### src/hdl/pasr_pkg.sv
// ----------------------------------------------------------------------------
// pasr_pkg
// Shared types and constants of the phase-aware score replacement engine.
// ----------------------------------------------------------------------------
package pasr_pkg;

    // fixed field widths of the request and response beats
    localparam int SET_IDX_BITS = 11;
    localparam int WAY_BITS     = 4;
    localparam int TYPE_BITS    = 2;
    localparam int MASK_BITS    = 16;

    // score adjustments
    localparam int HIT_BONUS     = 2;
    localparam int SPATIAL_BONUS = 3;
    localparam int MISS_SCORE    = 1;
    localparam int PHASE_BONUS   = 1;
    localparam logic [TYPE_BITS-1:0] TYPE_SPATIAL = 2'd1;

    typedef enum logic [0:0] {
        OP_VICTIM = 1'b0,
        OP_UPDATE = 1'b1
    } t_op;

    typedef struct packed {
        t_op                     op;
        logic [SET_IDX_BITS-1:0] set_index;
        logic [WAY_BITS-1:0]     way;
        logic                    hit;
        logic [TYPE_BITS-1:0]    access_type;
        logic [MASK_BITS-1:0]    valid_mask;
    } t_req;

    typedef struct packed {
        logic [WAY_BITS-1:0] victim_way;
        logic                took_invalid;
    } t_rsp;

    typedef enum logic [2:0] {
        ST_CLR,
        ST_IDLE,
        ST_MOD,
        ST_RD,
        ST_UPD,
        ST_SCAN,
        ST_OUT
    } t_state;

    // controller to datapath
    typedef struct packed {
        logic in_ready;
        logic clr_wr;
        logic mod_step;
        logic rd;
        logic upd_wr;
        logic scan_step;
        logic out_load;
    } t_cmd;

    // datapath to controller
    typedef struct packed {
        logic in_fire;
        logic clr_done;
        logic mod_done;
        logic is_update;
        logic scan_done;
        logic out_busy;
    } t_status;

endpackage

### src/hdl/pasr_ctrl.sv
// ----------------------------------------------------------------------------
// pasr_ctrl
// Sequencer: clearing pass, set reduction, row read, update or victim scan,
// then response load.
module pasr_ctrl (
    input  logic              i_clk,
    input  logic              i_rst_n,
    input  pasr_pkg::t_status i_st,
    output pasr_pkg::t_cmd    o_cmd
);
    pasr_pkg::t_state r_state;
    pasr_pkg::t_state n_state;

    // state register
    always_ff @(posedge i_clk) begin
        if (!i_rst_n) begin
            r_state <= pasr_pkg::ST_CLR;
        end else begin
            r_state <= n_state;
        end
    end

    // next state and commands
    always_comb begin
        n_state = r_state;
        o_cmd   = '0;
        unique case (r_state)
            pasr_pkg::ST_CLR: begin
                o_cmd.clr_wr = 1'b1;
                if (i_st.clr_done) n_state = pasr_pkg::ST_IDLE;
            end
            pasr_pkg::ST_IDLE: begin
                o_cmd.in_ready = 1'b1;
                if (i_st.in_fire) n_state = pasr_pkg::ST_MOD;
            end
            pasr_pkg::ST_MOD: begin
                o_cmd.mod_step = 1'b1;
                if (i_st.mod_done) n_state = pasr_pkg::ST_RD;
            end
            pasr_pkg::ST_RD: begin
                o_cmd.rd = 1'b1;
                n_state  = i_st.is_update ? pasr_pkg::ST_UPD : pasr_pkg::ST_SCAN;
            end
            pasr_pkg::ST_UPD: begin
                o_cmd.upd_wr = 1'b1;
                n_state      = pasr_pkg::ST_IDLE;
            end
            pasr_pkg::ST_SCAN: begin
                o_cmd.scan_step = 1'b1;
                if (i_st.scan_done) n_state = pasr_pkg::ST_OUT;
            end
            pasr_pkg::ST_OUT: begin
                if (!i_st.out_busy) begin
                    o_cmd.out_load = 1'b1;
                    n_state        = pasr_pkg::ST_IDLE;
                end
            end
            default: n_state = pasr_pkg::ST_CLR;
        endcase
    end
endmodule

### config.mk
export PLATFORM = sky130hd
export DESIGN_NAME = pasr_ctrl
export DESIGN_NICKNAME = d
export VERILOG_FILES = /design/src/hdl/pasr_pkg.sv /design/src/hdl/pasr_ctrl.sv
export SDC_FILE = /design/constraint.sdc
export NUM_CORES = 1
export LEC_CHECK = 0
export ABC_AREA = 0
export BUFFER_PORTS_ARGS = -buffer_cell sky130_fd_sc_hd__buf_2
export CORE_AREA = 4 4 41 43
export DETAILED_ROUTE_END_ITERATION = 7
export DIE_AREA = 0 0 45 47
export PLACE_DENSITY = 0.52
export SETUP_SLACK_MARGIN = 0.5
export SYNTH_ARGS = -nofsm -noshare
export SYNTH_HDL_FRONTEND = slang
export SYNTH_SLANG_ARGS = --single-unit
### constraint.sdc
create_clock -name i_clk -period 1 [get_ports i_clk]
set_input_delay 0.2 -clock i_clk [delete_from_list [all_inputs] [get_ports i_clk]]
set_output_delay 0.2 -clock i_clk [all_outputs]
set_load 0.05 [all_outputs]
# [Word-level counts from Yosys, hierarchy flattened]
# Index checks and enable logic that the tools add are counted.
[totals] word_cells=29 regBits=3 out_inout_bits=7 input_bits=8
[classes] reduce_logical=2 n_eq_ne=11 mux=15
[ops] operator="3-bit one-hot mux with 7 select lines" n=1
[ops] operator="3-bit two-way mux" n=5
[ops] operator="2-bit inequality test (second input constant)" n=5
[ops] operator="3-bit == test (second input constant)" n=3
[ops] operator="1-bit two-way mux" n=9
[ops] operator="3-bit by 2-bit == test with 1-bit output (second input constant)" n=2
[ops] operator="5-bit AND reduction" n=1
[ops] operator="3-bit by 1-bit == test with 1-bit output (second input constant)" n=1
[ops] operator="3-bit zero test" n=1

# [Longest topological paths before layout]
# Gate-level depths: netlist (run 1).
[depth] depth_word=3 ltp_mapped=4 ltp_nobuf=3

# [Worst setup path before layout (run 1)]
# Ideal clock, no wire load.
[synth_path] kind="reg-to-reg" from="reg r_state[1]" to="reg r_state[0]" path_buffers=1 period_less_slack_ns=2.001 required_ns=0.884 stages_incl_launch_ff=5 setup_ns=0.116 arrival_ns=1.885 slack_ns=-1.001 path_cell_list="dfxtp_1 buf_2 nor3_1 nand2b_1 and4_1"
[synth_between] elab_chain_len=3 word_cells_on_any_way=14 classes_between="eq/ne (11); mux (1); reduce/logical (2)"
[synth_lines] item="start: declaration" line="pasr_ctrl.sv:11" source="pasr_pkg::t_state r_state;"
[synth_lines] item="start signal: assignment" line="pasr_ctrl.sv:17" source="r_state <= pasr_pkg::ST_CLR;"
[synth_lines] item="start signal: assignment" line="pasr_ctrl.sv:19" source="r_state <= n_state;"
[synth_lines] item="3-bit by 1-bit == test with 1-bit output, or another cell as far along" line="pasr_ctrl.sv:27" source="unique case (r_state)"
[synth_lines] item="2-bit inequality test (no line)"
[synth_lines] item="5-bit AND reduction (no line)"
# Several ways; a longest one is shown, not always the timed one.
# A chain may end at the register's enable or synchronous reset.

==> results.md, run 1 <==
- PortBufs: 14
- Violated checks: setup timing
- Mux contribution to synthesized area: 6.42%
- Gpl congestion: 0.729
- Max_slew headroom: 89.5%
- Via density: 4.36
- Regs by FF count: r_state: 3 flops
- Core Footprint: 0.00130 mm²
- Core Util, Final: 48.6%
- Endpoints failing setup: 10
- Boundary Pins: 15
- # diodes: 0
- 1st-iter DRT viols: 1
- Largest cells by area after synthesis: dfxtp_1, nand2b_1, nor2b_1, and4_1, mux2_4
- Clock sink count: 3
- Register area share after synthesis: 25.7%
- Routed Antenna Nets: 0
- CTS tree: built
- Synth Warn #: 0
- Chip Width: 45 µm
- Largest Register: r_state
- Max stage delay on crit path: 0.36 ns
- Xor/xnor share of the synthesized area: 0%
- Kind of critical path: reg -> out
- Highest clock rate: 761 MHz
- Max-slew violations: 0
- Critical path capture point type: primary output
- Hold WC Path Type: in -> reg
- Initial core utilization: 18.0%
- Largest family of logic cells by synthesized area: simple AND/OR/NAND/NOR gates
- CTS clk-pin slew, worst paths: 0.04 ns
- Crit path DAT: 1.11 ns
- Die footprint: 0.00212 mm²
- Inst Count DP: 65
- Area share of the largest cell type after synthesis: 25.7%
- Final Total Pwr: 665 µW
- Static Leak: 0.000279 µW
- Setup Skew: 0.00116 ns
- First-pass GRT wire length: 1430 µm
- Initial antenna violation count: 0
- Status: complete, but fails checks
- Skew-Pair Late Insertion Delay: 0.23 ns
- Synth-to-Final Area Change: 170%
- Sum of negative setup slack: -2.49 ns
- Final wirelength: 850 µm
- Synthesized flop and latch total: 3
- Hold_buf cts: 0
- RSZ-0062 raised after global routing: true
- Cell taking the most area after synthesis: dfxtp_1
- Average routed wire per standard cell: 11.3 µm
- Adder-cell share of the synthesized area: 0%
- Num rows: 13
- Peak VDD IR: 0.000495 V
- Chip height: 47 µm
- CTS Buf Count: 3
- Dpl hpwl: 574 µm
- Largest net degree at the start of global routing: 7
- Count of final hold-check violations: 0
- Avg Cell Area, Syn: 8.07 µm²
- Synthesized area: 234 µm²
- Synth Area in Compound Gates: 13.4%
- CP max-delay cell: dfxtp_4
- Max reg flops: 3
- Multi-input combinational cell area: 245 µm²
- FF+latch area: 71.3 µm²
- Req. time, crit path: 0.80 ns
- Mapped Nets: 37
- Final Non-Filler Cells: 75
- GRT overflow: 0
- Top cell family by delay on the critical path: flip-flops
- Startpoint types: flop
- Drt first pass iters: 4
- Period utilisation layout: 131%
- Cell Chain, Critical Path: or2b_1, nor2_4, buf_6
- Buf+Inv Stages, Crit Path: 1
- Post-route setup slack: -0.314 ns
- Fin nets: 69
- Tot GR Track Use: 9.64%
- Tmin final: 1.31 ns
- Pwr per Cell Area: 1050 mW/mm²
- MaxCap Viol Count: 0
- Layout cells sized above 1: 81.7%
- Drc violations: 0
- Vias: 327
- Clk root buf: clkbuf_4
- Fillers: 129
- CTS Buffer Depth: 2
- Netlist cell types: 17
- Hold_ws: 0.212 ns
- Level count of the clock H-tree: 1
- Post-Synth Simple-Gate Area: 46.0%
- Worst Path Max Fanout: 6
- Vias in the first global route: 316
- Slew @ Worst Pin: 0.157 ns
- Post-Synthesis Cells: 29
-- metal layers --
layer | share of wire (%) | track usage [%]
met5 | 0 | 0
met1 | 40 | 10.9
met3 | 6.1 | 1.92
met4 | 0 | 7.02
met2 | 54 | 16.1
-- worst reg2reg max path: cells and delay by family (launching register included) --
kind	cells	cell delay, ns
muxes	1	0.31
and+or+nand+nor	1	0.19
buffers and inverters	2	0.28
AOI/OAI and AO/OA	1	0.12
DFF	1	0.35
-- where the power goes --
group          internal (µW)  switching [µW]
clock network            149            62.0
registers                128            22.1
logic                    149             154
total                    427             238
-- synthesized netlist by cell type --
cell	number
nor2_1	4
dfxtp_1	3
nand2b_1	3
nor2b_1	3
and4_1	2
nand2_1	2
nor3_1	2
a22oi_1	1
buf_2	1
buf_6	1
inv_1	1
mux2_4	1
nand3_1	1
nor3b_1	1
o221ai_2	1
o31a_1	1
or2b_1	1
-- final cells by class --
cell class / instances / area share (%)
Multi-Input combinational cell: 23 / 38.8
Inverter: 1 / 1.39
Tap cell: 15 / 2.97
Timing Repair Buffer: 29 / 41.4
Sequential cell: 3 / 11.3
Clock buffer: 4 / 4.16
-- kinds of logic (layout without fill, tap and decap cells) --
family,count (synthesis),count (layout)
multiplexers,1,1
buffers and inverters,3,34
AO/OA/AOI/OAI,3,3
flip-flops,3,3
AND/OR/NAND/NOR,19,19
-- metrics by stage --
| step | instance area (µm²) | setup slack [ns] |
|---|---|---|
| after floorplan | 310 | -0.268 |
| after global placement | 457 | -0.248 |
| after detailed placement | 457 | -0.264 |
| after CTS | 599 | -0.326 |
| after global routing | 632 | -0.372 |
| final | 632 | -0.314 |
-- cell usage in the layout, fill, tap and decap left out --
cell type  count
a22oi_2        1
and4_1         2
buf_12         1
buf_2          7
buf_4         10
buf_6          9
buf_8          2
clkbuf_1       1
clkbuf_4       3
dfxtp_4        3
inv_6          1
mux2_4         1
nand2_4        2
nand2b_1       3
nand3_1        1
nor2_4         4
nor2b_1        2
nor2b_4        1
nor3_4         2
nor3b_4        1
o221ai_2       1
o31a_1         1
or2b_1         1
-- worst paths after layout --
check / start / end / slack [ns] / depth (start not counted)
setup / recovery: r_state[2]$_SDFFE_PN0P_ / o_cmd[0] / -0.31 / 3
hold / removal: i_rst_n / r_state[2]$_SDFFE_PN0P_ / 0.21 / 2
setup reg to reg: r_state[2]$_SDFFE_PN0P_ / r_state[0]$_SDFFE_PN0P_ / -0.31 / 5
hold reg to reg: r_state[1]$_SDFFE_PN0P_ / r_state[2]$_SDFFE_PN0P_ / 0.71 / 2
-- timing repair --
item                                    CTS  global route
gates resized for setup                  28             4
pin swaps                                 7             3
endpoints found under the setup margin   10            10
setup buffers                             4             2
Power figures use the tool's default switching activity.
==> run 2: changes to the inputs <==
CORE_AREA = 2 2 39 41   (was 4 4 41 43)
DIE_AREA = 0 0 41 43   (was 0 0 45 47)
PLACE_DENSITY = 0.51   (was 0.52)
clock period = 1.41 ns   (was 1 ns; I/O delays follow)
==> results.md, run 2 (synthesized netlist as in run 1, its figures left out) <==
- Status: complete, no violations
- Initial antenna violation count: 0
- RSZ-0062 raised after global routing: true
- First-pass GRT wire length: 1280 µm
- Die footprint: 0.00176 mm²
- CTS tree: built
- Chip Width: 41 µm
- CTS Buf Count: 3
- Startpoint types: flop
- Most frequent cells in the layout: buf_4, buf_6, buf_2
- Core Footprint: 0.00138 mm²
- Leading cell type in the layout, fill and taps excluded: buf_4
- Static Leak: 0.000232 µW
- Worst Hold Path EP: r_state[2]$_SDFFE_PN0P_
- Reg-to-Reg End: r_state[0]$_SDFFE_PN0P_
- Vias: 316
- Tot GR Track Use: 12.1%
- Max reg flops: 3
- Hold Crit Depth: 2
- Setup Skew: 0.00416 ns
- MaxCap Viol Count: 0
- Routed Antenna Nets: 0
- Clk root buf: clkbuf_4
- Num rows: 14
- Dpl hpwl: 559 µm
- Hold Startpoint: i_rst_n
- R2R Setup Slk: 0.26 ns
- Max-slew violations: 0
- GRT overflow: 0
- Layout cells sized above 1: 78.2%
- Worst R2R Start: r_state[1]$_SDFFE_PN0P_
- Tmin final: 1.39 ns
- Via density: 4.45
- Average routed wire per standard cell: 10.3 µm
- Largest Register: r_state
- Sum of negative setup slack: 0 ns
- Drt first pass iters: 2
- # diodes: 0
- Post-route setup slack: 0.0180 ns
- Level count of the clock H-tree: 1
- Slew @ Worst Pin: 0.184 ns
- Kind of critical path: reg -> out
- Final Total Pwr: 442 µW
- Period utilisation layout: 98.7%
- Final Non-Filler Cells: 71
- R2R depth: 5
- Place WS: 0.111 ns
- Met3 Resource Use GR: 3.14%
- Fillers: 149
- Hold_buf cts: 0
- Critical path capture point type: primary output
- Highest clock rate: 718 MHz
- Crit path DAT: 1.11 ns
- CTS clk-pin slew, worst paths: 0.04 ns
- Clock sink count: 3
- Skew-Pair Late Insertion Delay: 0.24 ns
- Pwr per Cell Area: 802 mW/mm²
- Met2 Resource Use GR: 15.6%
- Hold WC Path Type: in -> reg
- Drc violations: 0
- M1 GR Usage: 13.1%
- Count of final hold-check violations: 0
- Grt peak-use layer: met4
- Endpoints failing setup: 0
- Largest net degree at the start of global routing: 8
- Peak VDD IR: 0.000314 V
- CTS Buffer Depth: 2
- Req. time, crit path: 1.13 ns
- Chip height: 43 µm
- Boundary Pins: 15
- Vias in the first global route: 322
- Gpl congestion: 0.682
- Max_slew headroom: 87.7%
- PortBufs: 14
- Worst Path Max Fanout: 5
- Area post-placement: 409 µm²
- 1st-iter DRT viols: 1
- Final wirelength: 732 µm
- Post-Layout Inst Area: 552 µm²
- Regs by FF count: r_state: 3 flops
- Synth-to-Final Area Change: 136%
- Fin nets: 64
- Inst Count DP: 61
- Initial core utilization: 16.9%
[run 2: cell types whose count changed in the layout (fill, tap and decap cells not counted), sizes merged]
cell	change
buf	-5
[run 2: timing repair]
item | in CTS | in global routing
gates resized for setup | 23 | 0
cloned | 0 | 0
pin swaps | 5 | 1
endpoints found under the setup margin | 10 | 10
buffers inserted | 6 | 0
[run 2: layout make-up]
class	count	area (µm²)	area share [%]
multi-input cells	23	233	42.2
repair buffers	24	193	34.9
flip-flops and latches	3	71.3	12.9
clock buffers	4	26.3	4.76
well taps	16	20.0	3.63
inverters	1	8.76	1.59
[run 2: report_power, final]
group | switching [µW] | internal (µW)
Combinational | 96.3 | 84.5
Sequential | 18.3 | 91.1
Clock | 46.0 | 106
Total | 161 | 282
[run 2: critical path, cell delays in order (launching register included)]
cell     delay [ns]
dfxtp_4        0.35
or2b_1         0.27
nor2_4         0.09
buf_6          0.16
[run 2: how the worst max path moves through the flow]
| stage | end | from | slack, ns | depth (start not counted) |
|---|---|---|---|---|
| final | o_cmd[0] | r_state[2]$_SDFFE_PN0P_ | 0.02 | 3 |
| after floorplan | o_cmd[0] | r_state[2]$_SDFFE_PN0P_ | 0.13 | 3 |
| after global routing | o_cmd[0] | r_state[2]$_SDFFE_PN0P_ | -0.02 | 3 |
| after CTS | o_cmd[0] | r_state[2]$_SDFFE_PN0P_ | 0.01 | 3 |
| after global placement | o_cmd[0] | r_state[1]$_SDFFE_PN0P_ | 0.11 | 3 |
| after detailed placement | o_cmd[0] | r_state[1]$_SDFFE_PN0P_ | 0.11 | 3 |
[run 2: per-stage QoR]
step                utilization, %  hold slack, ns
global placement              29.6           0.539
global route                  39.9           0.294
CTS                           39.9           0.293
detailed placement            29.6           0.548
floorplan                        -           0.402
finish                        39.9           0.294
[run 2: metal layers]
| layer | share of wire [%] | vias to the layer above | routed length (µm) |
|---|---|---|---|
| met1 | 38 | 146 | 281 |
| met5 | 0 | - | 0 |
| met3 | 3.6 | 4 | 26 |
| li1 | - | 156 | - |
| met4 | 5.5 | 0 | 40 |
| met2 | 52 | 10 | 384 |
